$ cat src/sv/csvfe_pkg.sv
// csvfe_pkg: types, codes and constants of the csv field extractor
// used by csv_field_extractor; no dependencies

package csvfe_pkg;

	localparam int MAX_COLUMNS = 64;
	localparam int MASK_W      = 64;
	localparam int DATA_W      = 64;
	localparam int ADDR_W      = 6;

	localparam logic [MASK_W-1:0] COL_LIMIT = (MAX_COLUMNS >= MASK_W) ? {MASK_W{1'b1}} :
		((MASK_W'(1) << MAX_COLUMNS) - MASK_W'(1));

	localparam logic [7:0] CH_LF    = 8'd10;
	localparam logic [7:0] CH_CR    = 8'd13;
	localparam logic [7:0] CH_QUOTE = 8'd34;

	localparam logic [6:0] CNT_MAX  = 7'd127;
	localparam logic [6:0] COL_SAT  = 7'd63;
	localparam logic [6:0] SLOT_SAT = 7'd64;

	// result kinds
	localparam logic [1:0] KIND_BYTE = 2'd0;
	localparam logic [1:0] KIND_END  = 2'd1;
	localparam logic [1:0] KIND_ERR  = 2'd2;

	// error codes
	localparam logic [1:0] ERR_UNQUOTED   = 2'd0;
	localparam logic [1:0] ERR_LONE_QUOTE = 2'd1;
	localparam logic [1:0] ERR_UNTERM     = 2'd2;
	localparam logic [1:0] ERR_COUNT      = 2'd3;

	// register indexes
	localparam logic [2:0] REG_DELIM  = 3'd0;
	localparam logic [2:0] REG_QUOTE  = 3'd1;
	localparam logic [2:0] REG_SELALL = 3'd2;
	localparam logic [2:0] REG_MASK   = 3'd3;
	localparam logic [2:0] REG_EXPECT = 3'd4;

	typedef enum logic [5:0] {
		PH_START      = 6'b000001,
		PH_UNQUOTED   = 6'b000010,
		PH_QUOTED     = 6'b000100,
		PH_QUOTE_SEEN = 6'b001000,
		PH_DONE       = 6'b010000,
		PH_ERROR      = 6'b100000
	} phase_t;

	typedef struct packed {
		phase_t     phase;
		logic [6:0] col;
		logic [6:0] slot;
		logic       fis;
	} parse_st_t;

	typedef struct packed {
		logic [1:0] kind;
		logic [7:0] field_byte;
		logic [5:0] source_column;
		logic [6:0] output_slot;
		logic       record_done;
		logic [1:0] error_code;
		logic       last_result;
	} result_t;

endpackage

$ cat src/sv/csvfe_if.sv
// csvfe_if: valid/ready channels of the csv field extractor
// csvfe_in_if carries record bytes, csvfe_out_if carries results; no dependencies

interface csvfe_in_if;
	logic       valid;
	logic       ready;
	logic [7:0] record_byte;
	logic       last_in_record;

	modport source (output valid, output record_byte, output last_in_record, input ready);
	modport sink (input valid, input record_byte, input last_in_record, output ready);
endinterface

interface csvfe_out_if;
	logic       valid;
	logic       ready;
	logic [1:0] kind;
	logic [7:0] field_byte;
	logic [5:0] source_column;
	logic [6:0] output_slot;
	logic       record_done;
	logic [1:0] error_code;
	logic       last_result;

	modport source (output valid, output kind, output field_byte, output source_column,
		output output_slot, output record_done, output error_code, output last_result,
		input ready);
	modport sink (input valid, input kind, input field_byte, input source_column,
		input output_slot, input record_done, input error_code, input last_result,
		output ready);
endinterface

$ cat src/sv/csv_field_extractor.sv
// csv_field_extractor: splits csv records into selected fields, one byte per word
// depends on csvfe_pkg and the channel interfaces in csvfe_if.sv
//
// Usage: record bytes enter on the bytes channel, the final byte of a record
// with last_in_record set. Each byte yields zero, one or two words on the
// results channel: content bytes, field ends, errors, with record_done on the
// single word that closes the record and last_result on the last word of a byte.
// Registers (delimiter, quoting, column select, mask, expected count) are written
// through the APB port at 8*index; the user must write them only while the block
// is idle; the block does not enforce it. A byte waits in the input stage, then
// its words go to the result register. Throughput: one byte per cycle while each
// byte yields at most one word and the receiver is ready; a byte with two words
// holds input while the two-entry result register drains one word per ready cycle.
// Reset clears the parser to field start, the counters to zero, the registers to
// their defaults (delimiter comma, quoting on, select all, empty mask, count 0)
// and empties the input and result stages.
// When the receiver stalls, results wait in the result register and one more
// byte waits in the input stage; then ready drops.

module csv_field_extractor
	import csvfe_pkg::*;
(
	input  logic              clk,
	input  logic              arst_n,
	csvfe_in_if.sink          bytes,
	csvfe_out_if.source       results,
	input  logic              psel,
	input  logic              penable,
	input  logic              pwrite,
	input  logic [ADDR_W-1:0] paddr,
	input  logic [DATA_W-1:0] pwdata,
	output logic [DATA_W-1:0] prdata,
	output logic              pready
);

	logic [7:0]        delim_q;
	logic              quote_en_q;
	logic              sel_all_q;
	logic [MASK_W-1:0] mask_q;
	logic [6:0]        expect_q;

	logic       valid_s1;
	logic [7:0] byte_s1;
	logic       last_s1;

	parse_st_t  st_q;
	result_t    res0_q;
	result_t    res1_q;
	logic [1:0] rcnt_q;

	logic       take;
	logic       room;
	logic       proc_fire;
	logic       cfg_wr;
	logic [2:0] reg_idx;

	parse_st_t  nx;
	result_t    rv [2];
	logic [1:0] n;

	function automatic logic col_sel(logic [6:0] c, logic sa, logic [MASK_W-1:0] m);
		logic [MASK_W-1:0] ml;
		ml = m & COL_LIMIT;
		return sa || ((c < 7'(MASK_W)) && ml[c[5:0]]);
	endfunction

	// any selected column after this one
	function automatic logic more_cols(logic [6:0] c, logic [MASK_W-1:0] m);
		logic [MASK_W-1:0] ml;
		logic [7:0]        nxt;
		ml  = m & COL_LIMIT;
		nxt = {1'b0, c} + 8'd1;
		return (nxt < 8'(MASK_W)) && (|(ml >> nxt[5:0]));
	endfunction

	function automatic parse_st_t close_fld(parse_st_t s, logic sa, logic [MASK_W-1:0] m);
		parse_st_t r;
		logic      more;
		r    = s;
		more = sa || more_cols(s.col, m);
		if (s.fis && s.slot != CNT_MAX) r.slot = s.slot + 7'd1;
		if (s.col != CNT_MAX) r.col = s.col + 7'd1;
		r.phase = (s.fis && !more) ? PH_DONE : PH_START;
		r.fis   = 1'b0;
		return r;
	endfunction

	function automatic result_t mk_res(logic [1:0] k, logic [7:0] b, logic [1:0] code,
			parse_st_t s);
		result_t r;
		r.kind          = k;
		r.field_byte    = b;
		r.source_column = (s.col > COL_SAT) ? 6'd63 : s.col[5:0];
		r.output_slot   = (s.slot > SLOT_SAT) ? SLOT_SAT : s.slot;
		r.record_done   = 1'b0;
		r.error_code    = code;
		r.last_result   = 1'b0;
		return r;
	endfunction

	// configuration port
	assign pready  = 1'b1;
	assign reg_idx = paddr[ADDR_W-1:3];
	assign cfg_wr  = psel && penable && pwrite && pready;

	always_ff @(posedge clk or negedge arst_n) begin
		if (!arst_n) begin
			delim_q    <= 8'd44;
			quote_en_q <= 1'b1;
			sel_all_q  <= 1'b1;
			mask_q     <= '0;
			expect_q   <= '0;
		end else if (cfg_wr) begin
			case (reg_idx)
				REG_DELIM:  delim_q    <= pwdata[7:0];
				REG_QUOTE:  quote_en_q <= pwdata[0];
				REG_SELALL: sel_all_q  <= pwdata[0];
				REG_MASK:   mask_q     <= pwdata[MASK_W-1:0];
				REG_EXPECT: expect_q   <= pwdata[6:0];
				default: ;
			endcase
		end
	end

	always_comb begin
		case (reg_idx)
			REG_DELIM:  prdata = DATA_W'(delim_q);
			REG_QUOTE:  prdata = DATA_W'(quote_en_q);
			REG_SELALL: prdata = DATA_W'(sel_all_q);
			REG_MASK:   prdata = DATA_W'(mask_q);
			REG_EXPECT: prdata = DATA_W'(expect_q);
			default:    prdata = '0;
		endcase
	end

	// handshake
	assign take      = (rcnt_q != 2'd0) && results.ready;
	assign room      = (rcnt_q == 2'd0) || (rcnt_q == 2'd1 && take);
	assign proc_fire = valid_s1 && room;
	assign bytes.ready = !valid_s1 || proc_fire;

	always_ff @(posedge clk or negedge arst_n) begin
		if (!arst_n) begin
			valid_s1 <= 1'b0;
		end else if (bytes.ready) begin
			valid_s1 <= bytes.valid;
		end
	end

	always_ff @(posedge clk) begin
		if (bytes.ready && bytes.valid) begin
			byte_s1 <= bytes.record_byte;
			last_s1 <= bytes.last_in_record;
		end
	end

	// parser: up to two words per byte
	always_comb begin
		logic       err;
		logic [1:0] code;
		logic       dclosed;
		logic       tail_end;
		logic       is_delim;
		logic       is_quote;
		logic       is_crlf;

		nx       = st_q;
		rv[0]    = '0;
		rv[1]    = '0;
		n        = 2'd0;
		err      = 1'b0;
		code     = ERR_UNQUOTED;
		dclosed  = 1'b0;
		tail_end = 1'b0;
		is_delim = (byte_s1 == delim_q);
		is_quote = (byte_s1 == CH_QUOTE);
		is_crlf  = (byte_s1 == CH_CR) || (byte_s1 == CH_LF);

		case (st_q.phase)
			PH_START: begin
				if (is_crlf) begin
					nx = st_q;
				end else if (quote_en_q && is_quote) begin
					nx.fis   = col_sel(nx.col, sel_all_q, mask_q);
					nx.phase = PH_QUOTED;
					if (last_s1) begin
						err  = 1'b1;
						code = ERR_UNTERM;
					end
				end else if (is_delim) begin
					nx.fis = col_sel(nx.col, sel_all_q, mask_q);
					if (nx.fis) begin
						rv[n[0]] = mk_res(KIND_END, 8'd0, ERR_UNQUOTED, nx);
						n = n + 2'd1;
					end
					nx      = close_fld(nx, sel_all_q, mask_q);
					dclosed = 1'b1;
				end else begin
					nx.fis   = col_sel(nx.col, sel_all_q, mask_q);
					nx.phase = PH_UNQUOTED;
					if (nx.fis) begin
						rv[n[0]] = mk_res(KIND_BYTE, byte_s1, ERR_UNQUOTED, nx);
						n = n + 2'd1;
					end
					if (last_s1) begin
						if (nx.fis) begin
							rv[n[0]] = mk_res(KIND_END, 8'd0, ERR_UNQUOTED, nx);
							n = n + 2'd1;
						end
						nx = close_fld(nx, sel_all_q, mask_q);
					end
				end
			end
			PH_UNQUOTED: begin
				if (is_delim) begin
					if (nx.fis) begin
						rv[n[0]] = mk_res(KIND_END, 8'd0, ERR_UNQUOTED, nx);
						n = n + 2'd1;
					end
					nx      = close_fld(nx, sel_all_q, mask_q);
					dclosed = 1'b1;
				end else if ((quote_en_q && is_quote) || is_crlf) begin
					err  = 1'b1;
					code = ERR_UNQUOTED;
				end else begin
					if (nx.fis) begin
						rv[n[0]] = mk_res(KIND_BYTE, byte_s1, ERR_UNQUOTED, nx);
						n = n + 2'd1;
					end
					if (last_s1) begin
						if (nx.fis) begin
							rv[n[0]] = mk_res(KIND_END, 8'd0, ERR_UNQUOTED, nx);
							n = n + 2'd1;
						end
						nx = close_fld(nx, sel_all_q, mask_q);
					end
				end
			end
			PH_QUOTED: begin
				if (is_quote) begin
					nx.phase = PH_QUOTE_SEEN;
					if (last_s1) begin
						if (nx.fis) begin
							rv[n[0]] = mk_res(KIND_END, 8'd0, ERR_UNQUOTED, nx);
							n = n + 2'd1;
						end
						nx = close_fld(nx, sel_all_q, mask_q);
					end
				end else if (last_s1) begin
					err  = 1'b1;
					code = ERR_UNTERM;
				end else if (nx.fis) begin
					rv[n[0]] = mk_res(KIND_BYTE, byte_s1, ERR_UNQUOTED, nx);
					n = n + 2'd1;
				end
			end
			PH_QUOTE_SEEN: begin
				if (is_delim) begin
					if (nx.fis) begin
						rv[n[0]] = mk_res(KIND_END, 8'd0, ERR_UNQUOTED, nx);
						n = n + 2'd1;
					end
					nx      = close_fld(nx, sel_all_q, mask_q);
					dclosed = 1'b1;
				end else if (is_quote) begin
					if (last_s1) begin
						err  = 1'b1;
						code = ERR_UNTERM;
					end else begin
						// doubled quote stands for one quote
						if (nx.fis) begin
							rv[n[0]] = mk_res(KIND_BYTE, CH_QUOTE, ERR_UNQUOTED, nx);
							n = n + 2'd1;
						end
						nx.phase = PH_QUOTED;
					end
				end else begin
					err  = 1'b1;
					code = ERR_LONE_QUOTE;
				end
			end
			default: begin
				nx = st_q;
			end
		endcase

		if (err) begin
			rv[n[0]] = mk_res(KIND_ERR, 8'd0, code, nx);
			n = n + 2'd1;
			nx.phase = PH_ERROR;
		end

		if (last_s1) begin
			// trailing delimiter opens one more, empty field
			if (dclosed && nx.phase == PH_START) begin
				nx.fis = col_sel(nx.col, sel_all_q, mask_q);
				if (nx.fis) begin
					rv[n[0]] = mk_res(KIND_END, 8'd0, ERR_UNQUOTED, nx);
					n = n + 2'd1;
				end
				nx = close_fld(nx, sel_all_q, mask_q);
			end
			if (!err) begin
				if (st_q.phase == PH_ERROR) begin
					rv[n[0]] = mk_res(KIND_END, 8'd0, ERR_UNQUOTED, nx);
					n = n + 2'd1;
				end else begin
					tail_end = (n != 2'd0) && (rv[n[1]].kind == KIND_END);
					if (nx.slot != expect_q) begin
						if (tail_end) n = n - 2'd1;
						rv[n[0]] = mk_res(KIND_ERR, 8'd0, ERR_COUNT, nx);
						n = n + 2'd1;
					end else if (!tail_end) begin
						rv[n[0]] = mk_res(KIND_END, 8'd0, ERR_UNQUOTED, nx);
						n = n + 2'd1;
					end
				end
			end
			nx.phase = PH_START;
			nx.col   = '0;
			nx.slot  = '0;
			nx.fis   = 1'b0;
		end

		// n is one or two here, so n[1] picks the final word
		if (n != 2'd0) begin
			rv[n[1]].last_result = 1'b1;
			rv[n[1]].record_done = last_s1;
		end
	end

	always_ff @(posedge clk or negedge arst_n) begin
		if (!arst_n) begin
			st_q.phase <= PH_START;
			st_q.col   <= '0;
			st_q.slot  <= '0;
			st_q.fis   <= 1'b0;
		end else if (proc_fire) begin
			st_q <= nx;
		end
	end

	// result register: two words, shown from the front
	always_ff @(posedge clk or negedge arst_n) begin
		if (!arst_n) begin
			rcnt_q <= 2'd0;
		end else if (proc_fire) begin
			rcnt_q <= n;
		end else if (take) begin
			rcnt_q <= rcnt_q - 2'd1;
		end
	end

	always_ff @(posedge clk) begin
		if (proc_fire) begin
			res0_q <= rv[0];
			res1_q <= rv[1];
		end else if (take && rcnt_q == 2'd2) begin
			res0_q <= res1_q;
		end
	end

	assign results.valid         = (rcnt_q != 2'd0);
	assign results.kind          = res0_q.kind;
	assign results.field_byte    = res0_q.field_byte;
	assign results.source_column = res0_q.source_column;
	assign results.output_slot   = res0_q.output_slot;
	assign results.record_done   = res0_q.record_done;
	assign results.error_code    = res0_q.error_code;
	assign results.last_result   = res0_q.last_result;

	a_cnt_range: assert property (@(posedge clk) disable iff (!arst_n)
		rcnt_q != 2'd3)
		else $error("result count out of range");

	a_done_is_last: assert property (@(posedge clk) disable iff (!arst_n)
		results.valid && results.record_done |-> results.last_result)
		else $error("record_done word is not the last word of its byte");

	a_record_reset: assert property (@(posedge clk) disable iff (!arst_n)
		proc_fire && last_s1 |=> st_q.col == 7'd0 && st_q.slot == 7'd0 && st_q.phase == PH_START)
		else $error("parser state not cleared after record end");

	a_s1_hold: assert property (@(posedge clk) disable iff (!arst_n)
		valid_s1 && !proc_fire |=> valid_s1 && $stable(byte_s1) && $stable(last_s1))
		else $error("input stage lost a waiting byte");

endmodule
$ cat src/flat_wrapper.sv
// flat-port wrapper written by rule: the top's interface ports become plain ports
module csv_field_extractor_flat import csvfe_pkg::*;
  (clk, arst_n, psel, penable, pwrite, paddr, pwdata, prdata, pready, bytes_valid, bytes_record_byte, bytes_last_in_record, bytes_ready, results_valid, results_kind, results_field_byte, results_source_column, results_output_slot, results_record_done, results_error_code, results_last_result, results_ready);
  csvfe_in_if bytes_i ();
  csvfe_out_if results_i ();
  input  logic clk;
  input  logic arst_n;
  input  logic psel;
  input  logic penable;
  input  logic pwrite;
  input  logic [ADDR_W-1:0] paddr;
  input  logic [DATA_W-1:0] pwdata;
  output logic [DATA_W-1:0] prdata;
  output logic pready;
  input wire logic [$bits(bytes_i.valid)-1:0] bytes_valid;
  input wire logic [$bits(bytes_i.record_byte)-1:0] bytes_record_byte;
  input wire logic [$bits(bytes_i.last_in_record)-1:0] bytes_last_in_record;
  output wire logic [$bits(bytes_i.ready)-1:0] bytes_ready;
  output wire logic [$bits(results_i.valid)-1:0] results_valid;
  output wire logic [$bits(results_i.kind)-1:0] results_kind;
  output wire logic [$bits(results_i.field_byte)-1:0] results_field_byte;
  output wire logic [$bits(results_i.source_column)-1:0] results_source_column;
  output wire logic [$bits(results_i.output_slot)-1:0] results_output_slot;
  output wire logic [$bits(results_i.record_done)-1:0] results_record_done;
  output wire logic [$bits(results_i.error_code)-1:0] results_error_code;
  output wire logic [$bits(results_i.last_result)-1:0] results_last_result;
  input wire logic [$bits(results_i.ready)-1:0] results_ready;
  assign bytes_i.valid = bytes_valid;
  assign bytes_i.record_byte = bytes_record_byte;
  assign bytes_i.last_in_record = bytes_last_in_record;
  assign bytes_ready = bytes_i.ready;
  assign results_valid = results_i.valid;
  assign results_kind = results_i.kind;
  assign results_field_byte = results_i.field_byte;
  assign results_source_column = results_i.source_column;
  assign results_output_slot = results_i.output_slot;
  assign results_record_done = results_i.record_done;
  assign results_error_code = results_i.error_code;
  assign results_last_result = results_i.last_result;
  assign results_i.ready = results_ready;
  csv_field_extractor u_core (.clk(clk), .arst_n(arst_n), .bytes(bytes_i), .results(results_i), .psel(psel), .penable(penable), .pwrite(pwrite), .paddr(paddr), .pwdata(pwdata), .prdata(prdata), .pready(pready));
endmodule
$ cat config.mk
export PLATFORM = sky130hd
export DESIGN_NAME = csv_field_extractor_flat
export DESIGN_NICKNAME = d
export VERILOG_FILES = /design/src/sv/csvfe_pkg.sv /design/src/sv/csvfe_if.sv /design/src/sv/csv_field_extractor.sv /design/src/flat_wrapper.sv
export SDC_FILE = /design/constraint.sdc
export NUM_CORES = 1
export LEC_CHECK = 0
export BUFFER_PORTS_ARGS = -buffer_cell sky130_fd_sc_hd__buf_2
export CAP_MARGIN = 15
export CORE_MARGIN = 2
export CORE_UTILIZATION = 66
export CTS_BUF_LIST = sky130_fd_sc_hd__clkbuf_4 sky130_fd_sc_hd__clkbuf_8
export DETAILED_ROUTE_END_ITERATION = 10
export PLACE_DENSITY = 0.95
export SYNTH_ARGS = -nofsm -noshare
export SYNTH_HDL_FRONTEND = slang
export SYNTH_SLANG_ARGS = --single-unit
$ cat constraint.sdc
create_clock -name clk -period 15.3 [get_ports clk]
set_clock_uncertainty 0.2 [all_clocks]
set_input_delay 1.53 -clock clk [delete_from_list [all_inputs] [get_ports clk]]
set_output_delay 1.53 -clock clk [all_outputs]
set_load 0.02 [all_outputs]
# Yosys cells after proc, flatten, opt, wreduce, memory -nomap -nowiden
# Index checks and enable logic that the tools add are counted.
totals:
  in_bits: 86
  ff_bits: 168
  out_inout_bits: 94
  ramBits: 0
  rom_bits: 0
  latchBits: 0
  mem_count: 0
  elab_cells: 313
classes:
  add_sub_neg: 13
  n_bitwise: 8
  n_mul: 0
  shift: 1
  n_reduce_logical: 48
  mux: 168
  div: 0
  magnitude_cmp: 26
  n_eq_ne: 22
ops:
  columns: ["cell", "n"]
  rows:
  - ["$mux 54", 17]
  - ["$mux 27", 27]
  - ["$bwmux 54", 8]
  - ["$pmux 64 s5", 1]
  - ["$demux 27 s1", 8]
  - ["$mux 21", 9]
  - ["$pmux 27 s4", 1]
  - ["$mux 2", 42]
  - ["$pmux 21 s4", 1]
  - ["$mux 25", 3]
  - ["$reduce_or 64->1", 1]
  - ["$shr 64x6->64", 1]
  - ["$mux 7", 8]
  - ["$pmux 27 s2", 1]
  - ["$mux 26", 2]
  - ["$mux 6", 8]
  - ["$mux 15", 3]
  - ["$add 7x1->7 const B", 4]
  - ["$ne 7x7->1 const B", 4]
  - ["$logic_and 1x1->1", 25]
  - ["$mux 23", 1]
  - ["$gt 7x6->1 const B", 3]
  - ["$gt 7x7->1 const B", 3]
  - ["$mux 1", 18]
  - ["other kinds (38)", 87]

# Longest topological paths before layout
depth:
  depth_word: 51
  mapped_depth: 30
  mapped_depth_nobuf: 23

# Worst setup path before layout
# No wires, ideal clock.
synth_path:
  kind: "register to register"
  startpoint: "register u_core.st_q[15] (netlist bit)"
  endpoint: "register u_core.res0_q, in the netlist u_core.results.output_slot[0], data pin"
  setup_time_ns: 0.262
  path_buffers: 5
  synth_period_minus_slack_ns: 6.167
  path_stages_with_launch: 28
  path_slack_ns: 9.133
  t_arrival_ns: 5.705
  cell_sequence: "dfstp_2 buf_4 nor2_2 and4b_1 buf_2 a2111oi_4 and2_1 nand3_1 and2_2 inv_2 buf_6 mux2_4 and4_1 nor4b_2 a31oi_1 o31a_1 nor2_1 or2_1 inv_2 ha_1 or2_2 o41a_1 buf_6 nand3_1 o21ai_1 buf_2 a221oi_1 nor2_1"
synth_via:
  elab_chain_len: 37
  elab_cells_between_ends: 110
  classes_between: "add/sub: 6; order compare: 11; eq/ne: 9; mux: 66; bitwise: 6; reduce/logical: 12"
synth_lines:
  columns: ["element", "line_no", "rtl"]
  rows:
  - ["start: declaration", "csv_field_extractor.sv:46", "parse_st_t st_q;"]
  - ["start signal: assignment", "csv_field_extractor.sv:339", "st_q <= nx;"]
  - ["$eq 6x4->1 (tied with other cells)", "csv_field_extractor.sv:179", "case (st_q.phase)"]
  - ["$pmux 2 s4", "csv_field_extractor.sv:179", null]
  - ["$add 2x1->2 or $not 1->2 (tied branches)", "csv_field_extractor.sv:289, csv_field_extractor.sv:288", null]
  - ["$mux 2 (tied with other cells)", "csv_field_extractor.sv:287", "if (err) begin"]
  - ["$not 1->2 (implied by the code) or $logic_and 1x1->1 (tied branches)", "csv_field_extractor.sv:298, csv_field_extractor.sv:288", null]
  - ["$ge 2x2->1 (implied by the code) (tied with other cells)", "csv_field_extractor.sv:298", "rv[n[0]] = mk_res(KIND_END, 8'd0, ERR_UNQUOTED, nx);"]
  - ["$logic_and 1x1->1 (implied by the code) or $demux 27 s1 (tied branches)", "csv_field_extractor.sv:298, csv_field_extractor.sv:288", null]
  - ["$mux 27 (implied by the code) or $bwmux 54 (tied branches)", "csv_field_extractor.sv:298, csv_field_extractor.sv:288", null]
  - ["[21 not listed]", null, null]
  - ["$mux 54", "csv_field_extractor.sv:309", "if (nx.slot != expect_q) begin"]
  - ["$mux 54", "csv_field_extractor.sv:304", "if (st_q.phase == PH_ERROR) begin"]
  - ["$mux 54", "csv_field_extractor.sv:303", "if (!err) begin"]
  - ["$mux 54", "csv_field_extractor.sv:293", "if (last_s1) begin"]
  - ["$bwmux 54", "csv_field_extractor.sv:327", "rv[n[1]].last_result = 1'b1;"]
  - ["$bwmux 54", "csv_field_extractor.sv:328", "rv[n[1]].record_done = last_s1;"]
  - ["$mux 54 *", "csv_field_extractor.sv:326", "if (n != 2'd0) begin"]
  - ["$mux 27 *", "csv_field_extractor.sv:355", "if (proc_fire) begin"]
  - ["end signal: assignment", "csv_field_extractor.sv:356", "res0_q <= rv[0];"]
  - ["end signal: assignment", "csv_field_extractor.sv:359", "res0_q <= res1_q;"]
  - ["end: declaration", "csv_field_extractor.sv:47", "result_t res0_q;"]
# Mark *: on every way between the ends. The rest lies on a longest branch, timed or not. The select of a mux whose other input is x is not followed.
# A chain may end at the register's enable or synchronous reset.

# Final worst setup path
layout_path:
  startpoint: "register u_core.byte_s1[2]"
  endpoint: "register u_core.res0_q, in the netlist u_core.results.output_slot[5], data pin"
layout_via:
  elab_chain_len: 41
  elab_cells_between_ends: 141
  classes_between: "add/sub: 6; order compare: 11; eq/ne: 8; mux: 96; bitwise: 6; reduce/logical: 14"
layout_lines:
  columns: ["element", "line_no", "rtl"]
  rows:
  - ["start: declaration", "csv_field_extractor.sv:43", "logic [7:0] byte_s1;"]
  - ["start signal: assignment", "csv_field_extractor.sv:152", "byte_s1 <= bytes.record_byte;"]
  - ["$eq 8x6->1 or $eq 8x4->1 (tied branches)", "csv_field_extractor.sv:176, csv_field_extractor.sv:177", null]
  - ["$logic_and 1x1->1 or $logic_or 1x1->1 (tied branches)", "csv_field_extractor.sv:183, csv_field_extractor.sv:222, csv_field_extractor.sv:177", null]
  - ["$logic_or 1x1->1", "csv_field_extractor.sv:222", "end else if ((quote_en_q && is_quote) || is_crlf) begin"]
  - ["$mux 2", "csv_field_extractor.sv:222", null]
  - ["$mux 2", "csv_field_extractor.sv:215", "if (is_delim) begin"]
  - ["$pmux 2 s4", "csv_field_extractor.sv:179", null]
  - ["$add 2x1->2 or $not 1->2 (tied branches)", "csv_field_extractor.sv:289, csv_field_extractor.sv:288", null]
  - ["$mux 2 (tied with other cells)", "csv_field_extractor.sv:287", null]
  - ["[25 not listed]", null, null]
  - ["$mux 54", "csv_field_extractor.sv:309", null]
  - ["$mux 54", "csv_field_extractor.sv:304", null]
  - ["$mux 54", "csv_field_extractor.sv:303", null]
  - ["$mux 54", "csv_field_extractor.sv:293", null]
  - ["$bwmux 54", "csv_field_extractor.sv:327", null]
  - ["$bwmux 54", "csv_field_extractor.sv:328", null]
  - ["$mux 54 *", "csv_field_extractor.sv:326", null]
  - ["$mux 27 *", "csv_field_extractor.sv:355", null]
# Marked as above.

==> results.json <==
{
  "status": "completed",
  "reg2reg_setup_slack_ns": 6.04,
  "synthToLayoutAreaGrowth_pct": 8.611,
  "cts.sinks": 160,
  "cts_hold_buf": 0,
  "path_class": "register to register",
  "finalPower_mw": 2.926,
  "fill_cells": 1637,
  "final_util": 0.7275,
  "cts_tree": "yes",
  "initial_core_util": 0.6698,
  "overflow": 0,
  "wirelength_um": 49120,
  "min_period_ns": 9.260,
  "dieArea_mm2": 0.02245,
  "io_pins": 180,
  "cts.clk_slew.worst_paths_ns": 0.11,
  "synth_cell_types": 116,
  "place.gp.congestion": 1.028,
  "synth_ff_type": "dfrtp_1",
  "critPathArrivalTime_ns": 9.37,
  "leakage_nw": 6.291,
  "seqPwrFrac": 0.260,
  "fin_area_mm2": 0.01524,
  "postCtsSetupBuffers": 0,
  "rsz0062_at_grt": "no",
  "finalSetupViolCount": 0,
  "ant_nets": 0,
  "gr-usage-all-layers": 0.4414,
  "die_x_um": 149.8,
  "post-dp-hpwl_um": 35720,
  "synth_top_cell_by_area": "dfrtp_1",
  "endpoint_kind": "register",
  "clock_power_share": 0.112,
  "syn_nets": 1709,
  "setup_ws_ns": 6.040,
  "switchingPower_mw": 1.536,
  "antenna_cells": 0,
  "fin_crit_sh": 0.6052,
  "hp-class": "register to register",
  "firstDrtPassIters": 8,
  "fmax_mhz": 108.0,
  "row_count": 53,
  "hold_viol_final": 0,
  "clock_latency_ns": 0.49,
  "vias": 14580,
  "critPathRequiredTime_ns": 15.41,
  "setup-tns-final_ns": 0,
  "synth_area_leaders": "dfrtp_1 18%, edfxtp_1 12%, mux2_2 6.3%",
  "cts_made_buffers": 17,
  "cts_buffer_depth": 2,
  "place_worst_setup_slack_ns": 5.958,
  "p_comb_frac": 0.628,
  "worst_pin_slew_ns": 1.133,
  "syn_area_mm2": 0.01404,
  "worstRegToRegCells": 22,
  "synth-edff-count": 55,
  "grt_start_max_net_pins": 87,
  "layout-drive-gt1-share": 0.2385,
  "grt_pass1_wl_um": 76510,
  "crit_fanout": 22,
  "internal_power_mw": 1.390,
  "multiInputGateArea_mm2": 0.009015,
  "fin_nets": 1800,
  "start_kind": "register",
  "slew_violations": 0,
  "r2r-start": "u_core.byte_s1[2]",
  "switching_share": 0.5251,
  "cts_root_buffer": "clkbuf_8",
  "ys_seq_elements": 160,
  "r2r_end": "u_core.results.output_slot[5]",
  "post_cts_resized": 0,
  "synth_top_cell_area_share": 0.1765,
  "async_reset_ff_frac": 0.6563,
  "syn_inst": 1611,
  "vias_per_cell": 7.326,
  "max_cap_violations": 0,
  "drt-initial-drc-count": 1868,
  "seq_area_mm2": 0.004288,
  "port_buffers": 175,
  "ys_seq_area_frac": 0.3054,
  "dieHeight_um": 149.8,
  "whs_path_depth": 2,
  "avgSynthCellArea_um2": 8.713,
  "hold_start": "u_core.res1_q[3]",
  "yosysWarnings": 0,
  "min_to": "u_core.results.record_done",
  "htreeDepth": 4,
  "first_global_vias": 13820,
  "p_per_area_mw_per_mm2": 192.0,
  "placed_area_mm2": 0.01486,
  "wl_per_cell_um": 24.69,
  "peakVddDrop_mv": 0.1127,
  "synth_common_cells": "156 x nand2_1, 110 x nor2_1, 100 x o21ai_0",
  "antenna_found_initial": 0,
  "synth.most_common_cell": "nand2_1",
  "drc": 0,
  "core_mm2": 0.02096,
  "max_slew_margin": 0.2391
}
[layout make-up]
class,instances,area share
Timing Repair Buffer,198,0.06894
Inverter,44,0.01083
Clock inverter,15,0.009685
Clock buffer,17,0.01535
Sequential cell,160,0.2813
Tap cell,275,0.02257
Multi-Input combinational cell,1281,0.5914
[per-stage QoR]
step           std cells  hold slack (ns)
3_3_place_gp        1957           0.3022
3_5_place_dp        1957           0.3250
6_report            1990           0.3465
4_1_cts             1989           0.3523
2_1_floorplan       1611           0.3027
5_1_grt             1990           0.3668
[cells in the final DEF (no fill, tap or decap), drive strengths merged, types with 55 or more instances in the layout]
cell type | netlist | routed
buf | 51 | 198
nand2 | 156 | 156
nor2 | 113 | 113
o21ai | 111 | 111
dfrtp | 99 | 99
a21oi | 84 | 84
and2 | 83 | 83
mux2 | 82 | 82
nand3 | 60 | 60
edfxtp | 55 | 55
[layer usage]
layer | track usage | vias to the layer above | part of all wire
li1 | - | 6314 | -
met3 | 0.07591 | 273 | 0.10
met4 | 0.2835 | 0 | 0.074
met2 | 0.7119 | 1120 | 0.47
met5 | 0 | - | 0
met1 | 0.5485 | 6872 | 0.36
[worst max path at each step]
stage                           start                            end  slack [ns]  depth (start not counted)
CTS                 u_core.byte_s1[2]  u_core.results.output_slot[5]        5.92                         22
floorplan             u_core.st_q[15]  u_core.results.output_slot[0]        9.13                         27
global route        u_core.byte_s1[2]  u_core.results.output_slot[5]        5.56                         22
finish              u_core.byte_s1[2]  u_core.results.output_slot[5]        6.04                         22
global placement    u_core.byte_s1[2]  u_core.results.output_slot[5]        6.24                         22
detailed placement  u_core.byte_s1[2]  u_core.results.output_slot[5]        5.96                         22
[registers in the layout, summed over array words and instances, names as in the netlist, 6 cells and up]
name	flops
u_core.byte_s1	8
u_core.res1_q	19
u_core.results.source_column	6
u_core.delim_q	8
u_core.results.output_slot	7
u_core.results.field_byte	8
u_core.mask_q	64
u_core.expect_q	7
u_core.st_q	21
[logic make-up after synthesis]
family	share of synthesized area
AND/OR/NAND/NOR	0.2254
AO/OA/AOI/OAI	0.2489
buffers and inverters	0.05384
flip-flops	0.3054
multiplexers	0.1316
XOR/XNOR	0.02398
adder cells (fa/ha/maj)	0.01070
other	0.0002672
[worst max-delay path, stage by stage (launching register included)]
cell and delay (ns):
edfxtp_1 0.52, and3b_1 0.25, o2111a_1 0.41, nor2_2 0.40, o221a_1 0.58, nand3_1 0.46, and2_2 0.47, inv_2 0.41
mux2_4 0.34, and4_1 0.20, nor4b_2 0.27, a31oi_1 0.21, o31a_1 0.35, nor2_1 0.46, or2_1 0.48, inv_2 0.21
ha_1 0.25, or2_2 0.30, o41a_1 0.54, nand2b_1 0.27, o21ai_1 0.90, a221oi_1 0.24, a311oi_1 0.33
[power by group through the flow]
stage / combinational, mW / clock, mW / sequential, mW
after floorplan: 1.31 / 0 / 0.742
after global placement: 1.74 / 0 / 0.755
after detailed placement: 1.78 / 0 / 0.762
after CTS: 1.79 / 0.325 / 0.753
after global routing: 1.97 / 0.340 / 0.774
final: 1.84 / 0.327 / 0.762
Note: power is estimated with default switching activity, not from simulation.
